## config.mk

```make
export PLATFORM = sky130hd
export DESIGN_NAME = trailing_hex_checksum_validator_unit
export DESIGN_NICKNAME = d
export VERILOG_FILES = /design/src/sv/thcv_pkg.sv /design/src/sv/thcv_trailer_check.sv /design/src/sv/thcv_core.sv /design/src/sv/trailing_hex_checksum_validator_unit.sv
export SDC_FILE = /design/constraint.sdc
export NUM_CORES = 1
export LEC_CHECK = 0
export BUFFER_PORTS_ARGS = -buffer_cell sky130_fd_sc_hd__buf_2
export CORE_MARGIN = 1.5
export CORE_UTILIZATION = 45
export CTS_BUF_LIST = sky130_fd_sc_hd__clkbuf_16
export DETAILED_ROUTE_END_ITERATION = 6
export GPL_TIMING_DRIVEN = 0
export SLEW_MARGIN = 0
export SYNTH_ARGS = -nofsm -noshare
export SYNTH_HDL_FRONTEND = slang
export SYNTH_SLANG_ARGS = --single-unit
```

## constraint.sdc

```tcl
create_clock -name clk -period 3.13 [get_ports clk]
set_input_delay 0.626 -clock clk [delete_from_list [all_inputs] [get_ports clk]]
set_output_delay 0.626 -clock clk [all_outputs]
set_load 0.1 [all_outputs]
```

## src/sv/thcv_pkg.sv

```systemverilog
// Package for the trailing hex checksum validator.
// Holds the item types, register indexes, character constants and the hex digit decoder.
// No dependencies.
`default_nettype none

package thcv_pkg;

  localparam int unsigned MAX_MESSAGE_LENGTH_DEFAULT = 255;

  localparam int unsigned WINDOW_DEPTH = 6;
  localparam int unsigned HEX_DIGITS   = 4;

  localparam logic [7:0] MARKER_RESET = 8'd35;
  localparam logic [7:0] CHAR_ZERO    = 8'h30;
  localparam logic [7:0] CHAR_UPPER_A = 8'h41;
  localparam logic [7:0] CHAR_LOWER_A = 8'h61;
  localparam logic [7:0] DIGIT_TEN    = 8'd10;

  typedef logic [0:0] cfg_index_t;
  localparam cfg_index_t REG_ALLOW_NO_CHECKSUM = 1'b0;
  localparam cfg_index_t REG_MARKER_CHAR       = 1'b1;

  typedef struct packed {
    logic [7:0] data_byte;
    logic       last_byte;
  } in_item_t;

  typedef struct packed {
    logic       accepted;
    logic       checksum_present;
    logic [7:0] payload_length;
    logic       too_long;
  } out_item_t;

  // Trailer status handed from the trailer checker to the core
  typedef struct packed {
    logic framed;
    logic matched;
  } trailer_t;

  // Bit 4 set means the character is not a hex digit
  function automatic logic [4:0] hex_digit(input logic [7:0] c);
    logic [7:0] d;
    d = 8'd0;
    if (c >= CHAR_ZERO && c <= CHAR_ZERO + 8'd9) begin
      d = c - CHAR_ZERO;
      return {1'b0, d[3:0]};
    end
    if (c >= CHAR_UPPER_A && c <= CHAR_UPPER_A + 8'd5) begin
      d = c - CHAR_UPPER_A + DIGIT_TEN;
      return {1'b0, d[3:0]};
    end
    if (c >= CHAR_LOWER_A && c <= CHAR_LOWER_A + 8'd5) begin
      d = c - CHAR_LOWER_A + DIGIT_TEN;
      return {1'b0, d[3:0]};
    end
    return 5'b1_0000;
  endfunction

endpackage

`default_nettype wire

```

## src/sv/thcv_trailer_check.sv

```systemverilog
// Trailer checker: marker framing and hex value compare against the running sum.
// Depends on thcv_pkg.
`default_nettype none

module thcv_trailer_check (
  input  wire logic [7:0]         marker,
  input  wire logic [7:0]         open_char,
  input  wire logic [7:0]         close_char,
  input  wire logic [4*8-1:0]     digits,
  input  wire logic [15:0]        sum,
  output thcv_pkg::trailer_t      status
);
  import thcv_pkg::*;

  logic [4:0]  dig [HEX_DIGITS];
  logic        any_bad;
  logic [15:0] value;

  always_comb begin
    any_bad = 1'b0;
    for (int i = 0; i < HEX_DIGITS; i++) begin
      // most significant digit sits in the upper byte
      dig[i]  = hex_digit(digits[(HEX_DIGITS-1-i)*8 +: 8]);
      any_bad = any_bad | dig[i][4];
    end
    value = any_bad ? 16'd0 : {dig[0][3:0], dig[1][3:0], dig[2][3:0], dig[3][3:0]};
    status.framed  = (open_char == marker) && (close_char == marker);
    status.matched = (value == sum);
  end

endmodule

`default_nettype wire

```

## src/sv/thcv_core.sv

```systemverilog
// Message state: tail window, running sum, byte count and overflow flag.
// Computes the result of a final byte. Depends on thcv_pkg and thcv_trailer_check.
`default_nettype none

module thcv_core #(
  parameter int unsigned MAX_MESSAGE_LENGTH = thcv_pkg::MAX_MESSAGE_LENGTH_DEFAULT
) (
  input  wire logic                clk,
  input  wire logic                rst,
  input  wire logic                step,
  input  wire thcv_pkg::in_item_t  item,
  input  wire logic                allow_no_checksum,
  input  wire logic [7:0]          marker_char,
  output thcv_pkg::out_item_t      result
);
  import thcv_pkg::*;

  localparam int unsigned CW = $clog2(MAX_MESSAGE_LENGTH + 1);
  localparam int unsigned LW = (CW > 8) ? CW : 8;
  localparam logic [CW-1:0] COUNT_MAX = CW'(MAX_MESSAGE_LENGTH);
  localparam logic [CW-1:0] COUNT_WIN = CW'(WINDOW_DEPTH);

  logic [7:0]    window [WINDOW_DEPTH];
  logic [15:0]   running_sum;
  logic [CW-1:0] byte_count;
  logic          overflowed;

  logic [15:0]   sum_next;
  logic [CW-1:0] count_next;
  logic          ovf_next;
  logic [LW-1:0] len_full;
  logic [LW-1:0] len_strip;
  trailer_t      trailer;

  always_comb begin
    sum_next   = (byte_count >= COUNT_WIN) ? 16'(running_sum + {8'd0, window[0]}) : running_sum;
    count_next = (byte_count < COUNT_MAX) ? byte_count + 1'b1 : byte_count;
    ovf_next   = overflowed | (byte_count >= COUNT_MAX);
    len_full   = LW'(count_next);
    len_strip  = len_full - LW'(WINDOW_DEPTH);
  end

  // After the shift the window holds window[1..5] and the new byte
  thcv_trailer_check u_trailer (
    .marker     (marker_char),
    .open_char  (window[1]),
    .close_char (item.data_byte),
    .digits     ({window[2], window[3], window[4], window[5]}),
    .sum        (sum_next),
    .status     (trailer)
  );

  always_comb begin
    result = '0;
    if (ovf_next) begin
      result.too_long = 1'b1;
    end else if (count_next >= COUNT_WIN && trailer.framed) begin
      result.checksum_present = 1'b1;
      result.accepted         = trailer.matched;
      result.payload_length   = trailer.matched ? len_strip[7:0] : len_full[7:0];
    end else begin
      result.accepted       = allow_no_checksum;
      result.payload_length = len_full[7:0];
    end
  end

  always_ff @(posedge clk) begin
    if (rst || (step && item.last_byte)) begin
      for (int i = 0; i < WINDOW_DEPTH; i++) window[i] <= 8'd0;
      running_sum <= 16'd0;
      byte_count  <= '0;
      overflowed  <= 1'b0;
    end else if (step) begin
      for (int i = 0; i < WINDOW_DEPTH - 1; i++) window[i] <= window[i+1];
      window[WINDOW_DEPTH-1] <= item.data_byte;
      running_sum <= sum_next;
      byte_count  <= count_next;
      overflowed  <= ovf_next;
    end
  end

  a_clear_after_last: assert property (@(posedge clk) disable iff (rst)
    step && item.last_byte |=> byte_count == '0 && running_sum == 16'd0 && !overflowed)
    else $error("state not cleared after final byte");

  a_overflow_saturated: assert property (@(posedge clk) disable iff (rst)
    overflowed |-> byte_count == COUNT_MAX)
    else $error("overflow flag set below the length limit");

  a_sum_idle_short: assert property (@(posedge clk) disable iff (rst)
    byte_count <= COUNT_WIN |-> running_sum == 16'd0)
    else $error("sum grew before any byte left the window");

endmodule

`default_nettype wire

```

## src/sv/trailing_hex_checksum_validator_unit.sv

```systemverilog
// Trailing hex checksum validator, top level.
// Message bytes enter on the item channel (valid/stall), one byte per transfer, with
// last_byte set on the final byte. Each message ending in marker, four hex digits,
// marker is checked against the 16-bit wrapping sum of the bytes before the trailer.
// One result transfer leaves on the result channel for every final byte; other bytes
// produce none.
// A byte taken into the input register is processed there; a final byte's result is
// then registered in the result register. Throughput: one byte per cycle, set by the
// single add-and-compare step between the two registers, unless a final byte stalls.
// A result waiting under stall does not block the input: the input register keeps
// taking bytes that are not final; a final byte waits there, with item_stall high,
// until the result register frees up.
// Configuration: cfg_valid/cfg_ready with cfg_index 0 = allow_no_checksum, 1 = marker
// character; cfg_ready is always high. Write only while no message is in flight.
// Reset (rst, synchronous): clears the message state and both valid flags, sets
// allow_no_checksum to 0 and the marker to '#'. The block is ready the next cycle.
// Depends on thcv_pkg and thcv_core.
`default_nettype none

module trailing_hex_checksum_validator_unit #(
  parameter int unsigned MAX_MESSAGE_LENGTH = thcv_pkg::MAX_MESSAGE_LENGTH_DEFAULT
) (
  input  wire logic                 clk,
  input  wire logic                 rst,
  input  wire logic                 item_valid,
  output logic                      item_stall,
  input  wire thcv_pkg::in_item_t   item,
  output logic                      result_valid,
  input  wire logic                 result_stall,
  output thcv_pkg::out_item_t       result,
  input  wire logic                 cfg_valid,
  output logic                      cfg_ready,
  input  wire thcv_pkg::cfg_index_t cfg_index,
  input  wire logic [7:0]           cfg_data
);
  import thcv_pkg::*;

  logic       allow_no_checksum;
  logic [7:0] marker_char;

  logic      hold_valid;
  in_item_t  hold;
  logic      out_free;
  logic      advance;
  out_item_t core_result;

  assign cfg_ready = 1'b1;

  always_ff @(posedge clk) begin
    if (rst) begin
      allow_no_checksum <= 1'b0;
      marker_char       <= MARKER_RESET;
    end else if (cfg_valid && cfg_ready) begin
      case (cfg_index)
        REG_ALLOW_NO_CHECKSUM: allow_no_checksum <= cfg_data[0];
        REG_MARKER_CHAR:       marker_char       <= cfg_data;
        default: ;
      endcase
    end
  end

  // Process the held byte unless it is final and the result register is still full
  assign out_free   = !result_valid || !result_stall;
  assign advance    = hold_valid && (!hold.last_byte || out_free);
  assign item_stall = hold_valid && !advance;

  always_ff @(posedge clk) begin
    if (rst) begin
      hold_valid <= 1'b0;
    end else if (!item_stall) begin
      hold_valid <= item_valid;
    end
  end

  always_ff @(posedge clk) begin
    if (!item_stall && item_valid) begin
      hold <= item;
    end
  end

  thcv_core #(
    .MAX_MESSAGE_LENGTH (MAX_MESSAGE_LENGTH)
  ) u_core (
    .clk               (clk),
    .rst               (rst),
    .step              (advance),
    .item              (hold),
    .allow_no_checksum (allow_no_checksum),
    .marker_char       (marker_char),
    .result            (core_result)
  );

  always_ff @(posedge clk) begin
    if (rst) begin
      result_valid <= 1'b0;
    end else if (out_free) begin
      result_valid <= advance && hold.last_byte;
    end
  end

  always_ff @(posedge clk) begin
    if (out_free && advance && hold.last_byte) begin
      result <= core_result;
    end
  end

  a_too_long_clean: assert property (@(posedge clk) disable iff (rst)
    result_valid && result.too_long |->
      !result.accepted && !result.checksum_present && result.payload_length == 8'd0)
    else $error("too_long result carries other flags");

  a_no_trailer_policy: assert property (@(posedge clk) disable iff (rst)
    result_valid && !result.too_long && !result.checksum_present |->
      result.accepted == allow_no_checksum)
    else $error("message without trailer ignores allow_no_checksum");

  a_final_waits: assert property (@(posedge clk) disable iff (rst)
    hold_valid && !advance |=> hold_valid && hold.last_byte)
    else $error("held final byte lost while result register was full");

endmodule

`default_nettype wire
```

### Yosys cells after proc, flatten, opt, wreduce, memory -nomap -nowiden

Memories as Yosys holds them, arrays and structs flattened.
Index checks and enable logic that the tools add are counted.

| operators by class | value |
|---|---|
| add/subtract/negate cells | 23 |
| multipliers | 0 |
| divide/modulo/power cells | 0 |
| magnitude comparators | 28 |
| equal/unequal tests | 3 |
| shift operators | 0 |
| multiplexer cells | 67 |
| bitwise operators | 11 |
| reductions and logical operators | 30 |

Operator list:

| cell | number |
|---|---|
| $mux 5 | 24 |
| $mux 8 | 9 |
| $ge 8x7->1 const B | 8 |
| $le 8x7->1 const B | 8 |
| $sub 4x1->4 const B | 12 |
| $add 4x4->4 const B | 8 |
| $ge 8x6->1 const B | 4 |
| $le 8x6->1 const B | 4 |
| $mux 1 | 32 |
| $mux 16 | 2 |
| $logic_and 1x1->1 | 20 |
| $add 16x8->16 | 1 |
| $eq 16x16->1 | 1 |
| $eq 8x8->1 | 2 |
| $ge 8x3->1 const B | 2 |
| $or 1x1->1 | 10 |
| $add 8x1->8 const B | 1 |
| $ge 8x8->1 const B | 1 |
| $lt 8x8->1 const B | 1 |
| $sub 8x3->8 const B | 1 |
| $logic_not 1->1 | 5 |
| $reduce_and 2->1 | 2 |
| $logic_or 1x1->1 | 3 |
| $not 1->1 | 1 |

| storage, ports and cells | value |
|---|---|
| flip-flop bits (word level) | 56 |
| bits in latches | 0 |
| bits in writable memories | 48 |
| memory bits (read-only) | 0 |
| bits of input ports | 23 |
| logic and storage cells | 176 |
| memories kept | 1 |

Memory list:

| name | words | width | read ports | clocked after memory_dff | wr ports | line | text |
|---|---|---|---|---|---|---|---|
| u_core.window | 6 | 8 | 6 | 0 | 6 | thcv_core.sv:23 | `logic [7:0] window [WINDOW_DEPTH];` |

### Logic depth before layout (Yosys ltp)

Gate-level depths: netlist of the first run.
An unclocked memory read counts as a cell.

| depth | value |
|---|---|
| depth in word-level cells | 17 |
| depth in mapped cells | 13 |

### Hierarchy

Synthesis of the first run repeated with hierarchy kept, for this count alone.

| second synthesis, totals | value |
|---|---|
| cell total of the unflattened synthesis | 659 |
| area, all modules | 6349.8 um2 |

Modules (own cells, without submodules):

| module | instances | cells each | area an instance (um2) |
|---|---|---|---|
| thcv_core | 1 | 391 | 3921.3 |
| thcv_trailer_check | 1 | 195 | 1373.8 |
| trailing_hex_checksum_validator_unit | 1 | 73 | 1054.8 |

### Worst setup path before layout of the first run

No wires, ideal clock.

| timing path | value |
|---|---|
| kind | reg2reg |
| from | mem u_core.window[0][1] |
| to | reg result[2] in the netlist's numbering (data pin) |
| arrival | 3058 ps |
| data required time | 2870 ps |
| path slack | -188 ps |
| cell stages (with the launch flop) | 12 |
| period minus slack after synthesis | 3318 ps |
| path through | edfxtp_1 -> ha_1 -> a21o_1 -> and4_4 -> o21a_1 -> o2111ai_2 -> xor2_1 -> or4bb_1 -> o211ai_1 -> nand4b_4 -> nor3_2 -> mux2_2 |

RTL lines:

| what | line | text |
|---|---|---|
| start, declared | thcv_core.sv:23 |  |
| end signal, assigned | trailing_hex_checksum_validator_unit.sv:103 | `result <= core_result;` |
| end, declared | trailing_hex_checksum_validator_unit.sv:30 | `output thcv_pkg::out_item_t result,` |

==> reports/results.md, run 1 <==
| Step | Result | Reported |
| --- | --- | --- |
| outcome | Status | complete, but fails checks |
| outcome | Violations in the final reports | setup timing |
| yosys | Synthesized area divided by synthesized cell count | 10.0 um2 |
| place | Count of buffers from port buffering | 35 |
| place | Placer congestion estimate | 0.864 |
| sta | Final setup skew | 7.14 ps |
| power | Power per cell area | 406 mW/mm2 |
| clocking | Clk Tree Root Cell | clkbuf_16 |
| floorplan | Effective utilization at floorplan | 46.6% |
| critical path | Critical path cell sequence | ha_2, inv_2, fa_2, nand2b_4, a21oi_4, o21a_1, nand4_1, xor2_2, mux2i_1, o221ai_2, a22o_4, nor4_4, mux2_4 |
| yosys | Instance count of the mapped netlist | 595 |
| global routing | Remaining global-route overflow | 0 |
| yosys | Primary FF master, synth | edfxtp_1 |
| clocking | Number of levels in the clock H-tree | 3 |
| floorplan | DIE WIDTH | 118 um |
| sta | Max Fclk | 290 MHz |
| clocking | CTS tree | yes |
| global routing | Pin count of the biggest net entering global routing | 32 |
| critical path | CP delay by family, top | compound AO/OA/AOI/OAI gates |
| clocking | Clk Latency, worst-skew pair | 360 ps |
| sta | Final period utilization | 110% |
| sta | Final hold violation count | 0 |
| clocking | Clock Sink Count | 104 |
| clocking | Reg clk slew, reported paths | 70 ps |
| route | Vias | 4865 |
| power | Leakage power of the design | 3.02 nW |
| route | DRC violation count after routing | 0 |
| floorplan | Area inside the core boundary | 0.0128 mm2 |
| route | Post-detailed-route count of antenna-violating nets | 0 |
| floorplan | Die area | 0.0139 mm2 |
| global routing | Via count of the first global-routing pass | 4616 |
| route | Detail-routed via count per cell | 5.68 |
| critical path | Kind of capture point of the worst setup path | flip-flop |
| global routing | Number of antenna violations at the first check in global routing | 0 |
| power | Peak supply drop | 362 uV |
| yosys | Number of library cell types mapped by synthesis | 76 |
| critical path | Worst EP arrival | 3560 ps |
| route | Aggregate routed wire length | 15300 um |
| final layout | Number of nets in the layout | 726 |
| critical path | Critical Path Slowest Stage Cell | edfxtp_1 |
| global routing | Total global-route track usage | 22.0% |
| route | Detailed router's first-iteration violation count | 368 |
| clocking | Number of CTS-inserted buffers | 9 |
| yosys | Count of yosys warnings during synthesis | 0 |
| place | Post-detailed-placement half-perimeter wirelength | 10600 um |
| final layout | Filler Cells Inserted | 1094 |
| yosys | Number of synthesized flops with an enable pin | 68 |
| final layout | Final Util | 58.3% |
| yosys | Top cells by area in the synthesized netlist | edfxtp_1, dfxtp_1, and3_1 |
| sta | Slack of the critical path | -323 ps |
| sta | Number of setup violations in the final report | 8 |
| sta | Number of max-slew violations in the final report | 0 |
| hold path | Type of the worst min-delay path | in2reg |
| final layout | Final instance area | 0.00744 mm2 |
| sta | Minimum period implied by the final worst setup slack | 3450 ps |
| route | Router iterations before antenna repair | 4 |
| final layout | Sequential cell area | 0.00277 mm2 |
| sta | Unrepaired setup endpoints after global routing | true |
| job | Max_cap viols | 0 |
| yosys | Cell area after synthesis | 0.00595 mm2 |
| final layout | Layout cell share with drive strength beyond 1 | 26.0% |
| critical path | Maximum cell stage delay along the critical path | 340 ps |
| critical path | Critical path class | reg2reg |
| global routing | First-pass GRT wire length | 24000 um |
| final layout | Ant diodes | 0 |
| yosys | Seq cells post-synth | 104 |
| sta | Headroom to the max-slew limit | 24.4% |
| final layout | Area of the multi-input gates | 0.00344 mm2 |
| power | Total power of the final layout | 3.02 mW |
| critical path | Startpoint kind of the worst setup timing path | flip-flop |
| yosys | Cell type with the highest aggregate area in the netlist | edfxtp_1 |
| floorplan | Cell Rows | 41 |
| place | Placed standard-cell area | 0.00639 mm2 |
| yosys | Sequential fraction of the synthesis area | 46.4% |
| critical path | Critical Path RT | 3240 ps |
| floorplan | IO Count | 37 |
| sta | Worst slew pin tran | 1130 ps |
| final layout | Synth-to-layout area growth | 25.1% |
| yosys | Synth async-reset ratio | 0% |
| clocking | Number of buffers on the longest clock path | 2 |
| critical path | Buffers & Inverters on Critical Path | 1 |
| yosys | Area share of the leading cell type in the synthesized netlist | 34.3% |
| critical path | Max FO, Critical Path | 4 |
| route | Average detailed-routed wire length per instance | 17.9 um |
| yosys | Synthesized net count | 642 |
| floorplan | Vertical extent of the die | 118 um |
-- layout make-up --
class | count | area share [%]
plain buffers | 26 | 1.73
clock buffers | 9 | 3.03
clock inverters | 7 | 1.06
inverters | 19 | 0.958
multi-input cells | 445 | 46.3
flip-flops and latches | 104 | 37.2
well taps | 172 | 2.89
repair buffers | 74 | 6.88
-- placed cells by master, fill, tap and decap left out, types with 5 or more instances in the layout --
cell        n
nor3_1     15
a21oi_1    24
and3_1     54
mux2i_1     9
inv_1      14
edfxtp_1   68
buf_2      39
dfxtp_1    33
o21a_1      5
nand2_1    63
o22ai_1     6
nand3b_1    9
buf_4      37
clkbuf_16   9
nand3_1    10
nor2_1     40
nand4_1     7
o21ai_0    21
xnor2_1    13
buf_6       6
ha_1       14
ha_4        5
clkbuf_1   16
a22o_1      9
xor2_1      9
a31oi_1     8
inv_2       6
-- worst reg2reg max path, cell delays in order, from the launching register on --
cell and delay, ps:
edfxtp_1 340, ha_2 200, inv_2 40, fa_2 340, nand2b_4 160, a21oi_4 160
o21a_1 230, nand4_1 160, xor2_2 240, mux2i_1 260, o221ai_2 140, a22o_4 290
nor4_4 310, mux2_4 330
-- power breakdown --
part / total [mW] / switching [mW] / internal (mW) / leakage (nW)
registers: 1.56 / 0.0472 / 1.52 / 0.998
clock network: 1.16 / 0.533 / 0.632 / 0.155
logic: 0.292 / 0.184 / 0.108 / 1.86
total: 3.02 / 0.764 / 2.26 / 3.02
-- registers in the layout, summed over array words and instances, names as in the netlist --
| register | flops |
|---|---|
| hold_valid | 1 |
| result_valid | 1 |
| result | 11 |
| u_core.overflowed | 1 |
| hold | 9 |
| u_core.running_sum | 16 |
| allow_no_checksum | 1 |
| marker_char | 8 |
| u_core.byte_count | 8 |
| u_core.window | 48 |
-- Yosys cell counts, drive strengths merged, types with 4 or more instances --
library cell and n:
xor2 12, a21oi 29, a31oi 10, mux2i 13
nand4 7, a22o 10, ha 23, xnor2 14
nor4 5, nor4b 4, nand3b 9, o21a 6
inv 19, nor2 42, nor3b 5, o21bai 5
and2 4, nand3 14, nand2 63, dfxtp 36
nand2b 5, clkbuf 17, buf 10, o2111ai 4
o22ai 6, o31ai 6, o21ai 25, and3 56
edfxtp 68, nor3 19
-- worst paths after layout --
check	start	endpoint	slack, ps	depth (start not counted)
worst max-delay path	u_core.window[0][0]	result[7]	-320	13
worst min register to register	marker_char[7]	marker_char[7]	470	2
worst min-delay path	item[1]	hold[1]	440	1
worst max register to register	u_core.window[0][0]	result[7]	-320	13
-- stage by stage --
step                      setup TNS, ps  hold slack, ps  instances  setup WS, ps
after detailed placement          -6210             462        803          -931
final                             -1760             441        856          -323
after global placement            -5720             459        802          -869
after CTS                         -1410             426        847          -282
after floorplan                    -267             445        595          -161
after global routing              -2770             420        856          -437
-- layer usage --
metal	up-vias	wire length, um	global-route usage (%)	share of wire [%]
li1	2378	-	-	-
met1	2366	7160	29.3	47
met2	101	7310	35.9	48
met3	20	626	5.23	4.1
met4	0	240	6.10	1.6
met5	-	0	0	0
-- logic make-up after synthesis --
logic type | after synthesis | share of synthesized area [%]
flops | 104 | 46.4
compound gates | 122 | 14.3
buf+inv | 46 | 3.39
xor+xnor | 27 | 4.23
other cells | 1 | 0.0630
mux | 15 | 2.63
fa+ha+maj | 24 | 5.17
simple gates | 256 | 23.8
-- repair_timing --
action,in CTS,in global routing
hold buffers,0,0
resized for setup,63,24
setup buffers,29,9
pin swaps,24,9
setup endpoints to repair,9,8
Note: power is estimated with default switching activity, not from simulation.
==> run 2: changes to the inputs <==
ABC_AREA = 1   (was default)
==> run 2 against run 1 <==
The run now ends clean. Synthesized area is 9.0% higher. Worst hold slack worse by 4.6 ps. Fmax is 17% higher. Via count is 11% higher. Highest routed layer unchanged.
==> reports/results.md, run 2 <==
| Step | Result | Reported | Change |
| --- | --- | --- | --- |
| sta | Minimum period implied by the final worst setup slack | 2950 ps | -498 ps |
| floorplan | Effective utilization at floorplan | 46.4% | -0.24 points |
| floorplan | Vertical extent of the die | 123 um | +4.3% |
| route | Average detailed-routed wire length per instance | 13.7 um | -23% |
| final layout | Filler Cells Inserted | 1417 | +30% |
| clocking | Reg clk slew, reported paths | 80 ps | about the same |
| sta | Final hold violation count | 0 | unchanged |
| yosys | Most instantiated library cell after synthesis | nand2_1 |  |
| yosys | Area share of the leading cell type in the synthesized netlist | 31.5% | -2.8 points |
| clocking | Post-CTS repair timing setup buffer count | 0 | -100% |
| critical path | Critical Path Slowest Stage Cell | fa_2 |  |
| yosys | Cell type with the highest aggregate area in the netlist | edfxtp_1 |  |
| route | Vias | 5420 | +11% |
| critical path | R2r endpoint | result[4] |  |
| critical path | Startpoint kind of the worst setup timing path | flip-flop |  |
| critical path | Kind of capture point of the worst setup path | flip-flop |  |
| critical path | R2R Path Start | u_core.running_sum[0] |  |
| critical path | Critical path class | reg2reg |  |
| critical path | R2R depth | 18 | +5 |
| floorplan | IO Count | 37 | unchanged |
| sta | Final period utilization | 94.4% | -16 points |
| outcome | Status | complete, no violations |  |
| critical path | Critical Path Most Common Cell | nand2_1 |  |
| final layout | Synth-to-layout area growth | 12.3% |  |
| yosys | Instance count of the mapped netlist | 873 | +47% |
| job | Max_cap viols | 0 | unchanged |
| route | Detailed router's first-iteration violation count | 467 | +27% |
| yosys | Synth async-reset ratio | 0% | unchanged |
| yosys | Number of library cell types mapped by synthesis | 38 | -50% |
| yosys | Synthesized net count | 920 | +43% |
| yosys | Primary FF master, synth | edfxtp_1 |  |
| critical path | Maximum cell stage delay along the critical path | 360 ps | +20 ps |
| critical path | Buffers & Inverters on Critical Path | 2 | +1 |
| sta | Worst slew pin tran | 789 ps | -345 ps |
| final layout | Most frequent cells in the layout | nand2_1, inv_1, nor2_1, nand3_1, edfxtp_1 |  |
| clocking | Clock Sink Count | 104 | unchanged |
| critical path | Worst EP arrival | 3070 ps | -490 ps |
| floorplan | Area inside the core boundary | 0.0140 mm2 | +9.5% |
| final layout | Layout cell share with drive strength beyond 1 | 11.6% | -14 points |
| sta | Number of setup violations in the final report | 0 | -8 |
| route | Post-detailed-route count of antenna-violating nets | 0 | unchanged |
| sta | Max Fclk | 338 MHz | +17% |
| critical path | Critical path cell sequence | ha_1, inv_1, fa_2, inv_1, nand3_1, nand2_1, nand2_1, nand2_2, nand2_1, xor2_2, xnor2_2, nand3_2, nor2_4, nand3_4, nor2_4, nand3_1, nand2_1, nor2_1 |  |
| yosys | Top cells by area in the synthesized netlist | edfxtp_1, nand2_1, dfxtp_1 |  |
| global routing | First-pass GRT wire length | 24300 um | +1.3% |
| place | Count of buffers from port buffering | 35 | unchanged |
| hold path | Type of the worst min-delay path | in2reg |  |
| yosys | Number of synthesized flops with an enable pin | 68 | unchanged |
| yosys | Synth Area in Adders | 4.75% | -0.43 points |
| final layout | Largest registers | u_core.window (48), u_core.running_sum (16), result (11) |  |
| route | Aggregate routed wire length | 15200 um | -1.1% |
| clocking | Clk Tree Root Cell | clkbuf_16 |  |
| place | Placed Instances | 1089 | +36% |
| yosys | Seq cells post-synth | 104 | unchanged |
| global routing | Number of antenna violations at the first check in global routing | 0 | unchanged |
| hold path | Number of cells traversed by the worst hold path | 1 | unchanged |
| critical path | Slack of the worst reg-to-reg path | 180 ps | +500 ps |
| yosys | Post-synthesis xor/xnor area fraction | 4.03% | -0.19 points |
| global routing | Total global-route track usage | 21.0% | -1.0 points |
| yosys | Mux cell area share after synthesis | 0% | -2.6 points |
| critical path | Critical Path RT | 3250 ps | about the same |
| power | Leakage power of the design | 3.47 nW | +15% |
| yosys | Sequential fraction of the synthesis area | 42.6% | -3.8 points |
| clocking | Number of buffers on the longest clock path | 2 | unchanged |
| yosys | Cell area after synthesis | 0.00648 mm2 | +9.0% |
| clocking | Clk Latency, worst-skew pair | 360 ps | about the same |
| route | Detail-routed via count per cell | 4.90 | -14% |
| clocking | Cts-stage hold buffer count | 0 | unchanged |
| yosys | Count of yosys warnings during synthesis | 0 | unchanged |
| yosys | Largest family of logic cells by synthesized area | simple AND/OR/NAND/NOR gates |  |
| route | Router iterations before antenna repair | 5 | +1 |
| floorplan | Die area | 0.0151 mm2 | +8.7% |
| yosys | Fraction of the mapped netlist area in simple logic gates | 32.7% | +8.9 points |
| final layout | Most common library cell in the layout ignoring fill and taps | nand2_1 |  |
| final layout | Largest register FFs | 48 | unchanged |
| clocking | Number of CTS-inserted buffers | 9 | unchanged |
| global routing | Pin count of the biggest net entering global routing | 34 | +6.3% |
| power | Power per cell area | 426 mW/mm2 | +5.1% |
| critical path | Max FO, Critical Path | 5 | +1 |
| sta | Unrepaired setup endpoints after global routing | true |  |
| sta | Final setup skew | 9.79 ps | +2.65 ps |
| global routing | Remaining global-route overflow | 0 | unchanged |
| yosys | Fraction of the mapped netlist area in compound gates | 6.54% | -7.7 points |
| yosys | Synthesized area divided by synthesized cell count | 7.43 um2 | -26% |
| clocking | Number of levels in the clock H-tree | 3 | unchanged |
| final layout | Most flop-heavy register | u_core.window |  |
| floorplan | DIE WIDTH | 123 um | +4.3% |
| power | Peak supply drop | 381 uV | +5.2% |
| sta | Number of max-slew violations in the final report | 0 | unchanged |
| power | Total power of the final layout | 3.10 mW | +2.8% |
| final layout | Ant diodes | 0 | unchanged |
| route | DRC violation count after routing | 0 | unchanged |
| place | Post-detailed-placement half-perimeter wirelength | 11700 um | +11% |
| hold path | Startpoint of the worst hold path | item[5] |  |
| yosys | Ranking of synthesized cells by instance count | nand2_1, inv_1, nor2_1 |  |
| hold path | End point of the most critical hold path | hold[5] |  |
| sta | Headroom to the max-slew limit | 47.2% | +23 points |
| floorplan | Cell Rows | 43 | +4.9% |
| global routing | Via count of the first global-routing pass | 4846 | +5.0% |
| critical path | CP delay by family, top | simple AND/OR/NAND/NOR gates |  |
| place | Placer congestion estimate | 0.853 | -1.2% |
| clocking | CTS tree | yes |  |
| final layout | Final cell count without fillers | 1105 | +29% |
| final layout | Number of nets in the layout | 967 | +33% |
-- run 2: cell types whose count changed in the layout (fill, tap and decap cells not counted), moves of 13 or more --
cell | previous run | this run
buf_4 | 37 | 1
nand2_1 | 63 | 235
nand3_1 | 10 | 72
nor2_1 | 40 | 106
inv_1 | 14 | 127
and3_1 | 54 | 0
o21ai_0 | 21 | 36
nand2_2 | 0 | 13
-- run 2: worst max path at each step --
stage,cells after the start,to,slack [ps],startpoint
2_1_floorplan,5,u_core.window[0][0],330,result_valid
3_3_place_gp,6,u_core.window[0][44],-310,result_stall
3_5_place_dp,16,result[3],-20,u_core.window[0][0]
4_1_cts,19,result[3],30,u_core.window[0][0]
5_1_grt,18,result[4],-40,u_core.running_sum[0]
6_report,18,result[4],180,u_core.running_sum[0]
-- run 2: worst register-to-register path: cells and delay by family, from the launching register on --
family | cells | cell delay [ps]
buf+inv | 2 | 150
flops | 1 | 340
fa+ha+maj | 2 | 540
simple gates | 12 | 1270
xor+xnor | 2 | 430
-- run 2: logic make-up after synthesis --
kind of cell               count (synthesis)
AOI/OAI and AO/OA                         80
and+or+nand+nor                          481
DFF                                      104
other                                      1
xor gates and xnor gates                  29
adders and majority gates                 24
buffers and inverters                    154
-- run 2: final cells by class --
class                      count  area [um2]  share of cell area [%]
sequential                   104        2760                    38.0
timing repair buffer          36         195                    2.68
clock inverter                 7        96.3                    1.32
inverter                     137         514                    7.06
clock buffer                   9         225                    3.09
multi-input combinational    615        3170                    43.6
tap                          180         225                    3.09
buffer                        17        88.8                    1.22
-- run 2: per-layer routing --
layer	track usage, %	part of all wire (%)	vias to the layer above
met5	0	0	-
met4	4.09	0.76	0
met3	4.43	2.6	12
met2	33.7	46	59
met1	29.5	51	2461
li1	-	-	2888
-- run 2: repair_timing --
action	4_1_cts	5_1_grt
setup endpoints to repair	3	8
pin swaps	0	4
hold endpoints to repair	0	0
gates resized for setup	1	12
-- run 2: power breakdown --
group | switching, mW | internal, mW | total, mW
clock network | 0.527 | 0.704 | 1.23
registers | 0.0498 | 1.52 | 1.57
logic | 0.209 | 0.0909 | 0.300
total | 0.786 | 2.32 | 3.10
-- run 2: per-stage QoR --
step	setup slack [ps]	hold WS, ps	TNS, ps	cell area [um2]	util (%)
6_report	175	436	0	7280	52.0
5_1_grt	-38.1	424	-45.1	7280	52.0
4_1_cts	30.2	424	0	7230	51.7
3_5_place_dp	-15.4	467	-22.7	6910	49.4
3_3_place_gp	-306	454	-17080	6890	49.2
2_1_floorplan	327	433	0	6480	-
==> run 3: changes to the inputs <==
PLACE_DENSITY_LB_ADDON = 0.08   (was default)
==> run 3 against run 2 <==
Final cell count up 0.18%. Fmax about the same. Design area grew 0.69%. Core utilization grew 0.36 points. Total power is 0.60% lower. Critical path depth increased by 1. Worst hold slack gained 1.2 ps. Sequential power barely moved. First-iteration DRC count fell by 9.0%. Combinational power up 1%. Sequential cell count is the same.
==> reports/results.md, run 3 (synthesized netlist as in run 2, its figures left out) <==
| Step | Result | Reported | Change |
| --- | --- | --- | --- |
| route | Router iterations before antenna repair | 7 | +2 |
| global routing | Remaining global-route overflow | 0 | unchanged |
| route | Post-detailed-route count of antenna-violating nets | 0 | unchanged |
| critical path | Worst EP arrival | 3070 ps | about the same |
| global routing | Pin count of the biggest net entering global routing | 58 | +71% |
| global routing | Via count of the first global-routing pass | 5060 | +4.4% |
| floorplan | Effective utilization at floorplan | 46.4% | unchanged |
| hold path | Type of the worst min-delay path | in2reg |  |
| sta | Number of setup violations in the final report | 0 | unchanged |
| clocking | Clk Latency, worst-skew pair | 360 ps | about the same |
| sta | Final period utilization | 94.4% | about the same |
| global routing | Total global-route track usage | 21.4% | +0.37 points |
| final layout | Layout cell share with drive strength beyond 1 | 12.3% | +0.73 points |
| final layout | Synth-to-layout area growth | 13.0% |  |
| power | Peak supply drop | 395 uV | +3.7% |
| clocking | Number of CTS-inserted buffers | 9 | unchanged |
| final layout | Final Util | 52.4% | +0.36 points |
| final layout | Ant diodes | 0 | unchanged |
| route | Detailed router's first-iteration violation count | 425 | -9.0% |
| final layout | Area of the multi-input gates | 0.00321 mm2 | +1.1% |
| route | DRC violation count after routing | 0 | unchanged |
| route | Highest metal layer with signal wires | met4 |  |
| sta | Unrepaired setup endpoints after global routing | false |  |
| final layout | Number of nets in the layout | 969 | +0.21% |
| place | Placed Instances | 1088 | -0.092% |
| floorplan | Area inside the core boundary | 0.0140 mm2 | unchanged |
| sta | Final setup skew | 5.44 ps | -4.35 ps |
| critical path | R2R depth | 19 | +1 |
| critical path | Kind of capture point of the worst setup path | flip-flop |  |
| clocking | Number of buffers on the longest clock path | 2 | unchanged |
| sta | Final hold violation count | 0 | unchanged |
| final layout | Most frequent cells in the layout | nand2_1, inv_1, nor2_1, nand3_1, edfxtp_1 |  |
| floorplan | Cell Rows | 43 | unchanged |
| power | Leakage power of the design | 3.48 nW | +0.33% |
| critical path | R2r endpoint | result[4] |  |
| route | Aggregate routed wire length | 15500 um | +2.3% |
| critical path | Critical Path RT | 3250 ps | about the same |
| job | Max_cap viols | 0 | unchanged |
| critical path | Critical path class | reg2reg |  |
| power | Power per cell area | 421 mW/mm2 | -1.3% |
| floorplan | IO Count | 37 | unchanged |
| floorplan | DIE WIDTH | 123 um | unchanged |
| critical path | Max FO, Critical Path | 5 | unchanged |
| route | Vias | 5645 | +4.2% |
| sta | Number of max-slew violations in the final report | 0 | unchanged |
| sta | Max Fclk | 339 MHz | about the same |
| final layout | Largest register FFs | 48 | unchanged |
| route | Sum of met2 wire segment lengths after detailed routing | 7230 um | +3.4% |
| clocking | Reg clk slew, reported paths | 70 ps | about the same |
| final layout | Final instance area | 0.00733 mm2 | +0.69% |
| clocking | CTS tree | yes |  |
| sta | Minimum period implied by the final worst setup slack | 2950 ps | -1.48 ps |
| place | Post-detailed-placement half-perimeter wirelength | 12000 um | +1.9% |
| global routing | First-pass GRT wire length | 24900 um | +2.3% |
| clocking | Clk Tree Root Cell | clkbuf_16 |  |
| place | Placed standard-cell area | 0.00689 mm2 | -0.29% |
| global routing | Number of antenna violations at the first check in global routing | 0 | unchanged |
| final layout | Most common library cell in the layout ignoring fill and taps | nand2_1 |  |
| place | Count of buffers from port buffering | 35 | unchanged |
| clocking | Clock Sink Count | 104 | unchanged |
| clocking | Cts-stage hold buffer count | 0 | unchanged |
| sta | Final setup TNS | 0 ps | unchanged |
| place | Placer congestion estimate | 0.862 | +1.1% |
| route | Average detailed-routed wire length per instance | 14.0 um | +2.1% |
| route | Metal-1 WL | 7250 um | -5.4% |
| critical path | Slack of the worst reg-to-reg path | 180 ps | about the same |
| outcome | Status | complete, no violations |  |
| sta | Headroom to the max-slew limit | 45.4% | -1.9 points |
| final layout | Filler Cells Inserted | 1380 | -2.6% |
| sta | Worst slew pin tran | 817 ps | +28.0 ps |
| hold path | End point of the most critical hold path | hold[1] |  |
| final layout | Sequential cell area | 0.00276 mm2 | about the same |
| final layout | Most flop-heavy register | u_core.window |  |
| hold path | Startpoint of the worst hold path | item[1] |  |
| clocking | Number of levels in the clock H-tree | 3 | unchanged |
| route | Detail-routed via count per cell | 5.10 | +4.0% |
| hold path | Number of cells traversed by the worst hold path | 1 | unchanged |
| critical path | Startpoint kind of the worst setup timing path | flip-flop |  |
| route | Met3 wire len | 757 um | +91% |
| floorplan | Die area | 0.0151 mm2 | unchanged |
| critical path | R2R Path Start | u_core.running_sum[0] |  |
| final layout | Final cell count without fillers | 1107 | +0.18% |
| final layout | Largest registers | u_core.window (48), u_core.running_sum (16), result (11) |  |
| floorplan | Vertical extent of the die | 123 um | unchanged |
## run 3: how the worst max path moves through the flow
stage / from / end / slack, ps / cells past startpoint
2_1_floorplan: result_valid / u_core.window[0][0] / 330 / 5
3_3_place_gp: result_stall / u_core.window[0][47] / -190 / 6
3_5_place_dp: result_stall / u_core.running_sum[1] / -240 / 7
4_1_cts: u_core.running_sum[0] / result[3] / 30 / 19
5_1_grt: u_core.byte_count[1] / result[6] / 1 / 17
6_report: u_core.running_sum[0] / result[4] / 180 / 19
## run 3: final cells by class
| cell class | instances | area share, % |
|---|---|---|
| buffer | 17 | 1.25 |
| clock buffer | 10 | 3.41 |
| clock inverter | 6 | 0.905 |
| inverter | 137 | 7.02 |
| multi-input combinational | 615 | 43.8 |
| sequential | 104 | 37.7 |
| tap | 180 | 3.07 |
| timing repair buffer | 38 | 2.87 |
## run 3: timing repair
action | in CTS | in global routing
setup endpoints to repair | 3 | 8
pin swaps | 0 | 6
resized for setup | 1 | 19
buffers inserted | 0 | 2
hold endpoints to repair | 0 | 0
## run 3: metrics by stage
stage          hold WS (ps)  setup WS, ps  total power, mW
2_1_floorplan           433           327             1.81
3_3_place_gp            454          -195             1.90
3_5_place_dp            465          -244             1.90
4_1_cts                 425          32.9             3.10
5_1_grt                 420          1.47             3.20
6_report                437           177             3.09
## run 3: worst max-delay path, stage by stage (launching register included)
cell,delay (ps)
dfxtp_2,330
ha_1,160
inv_1,50
fa_2,370
inv_1,90
nand3_1,100
nand2_2,100
nand2_2,80
a21oi_4,180
nand2_1,70
nand2_1,50
nand2_1,120
nand4_1,140
nand3_1,120
nor2_4,260
nand3_4,130
nor2_4,150
nand3_1,80
nand2_1,60
nor2_1,30
## run 3: where the power goes
group	internal [mW]	total [mW]	switching, mW
registers	1.52	1.57	0.0502
logic	0.0929	0.304	0.211
clock network	0.674	1.21	0.535
## run 3: layer usage
metal  up-vias  global-route usage, %
met4         0                   6.90
met3        20                   4.94
li1       2890                      -
met1      2605                   28.6
met2       130                   34.4
met5         -                      0
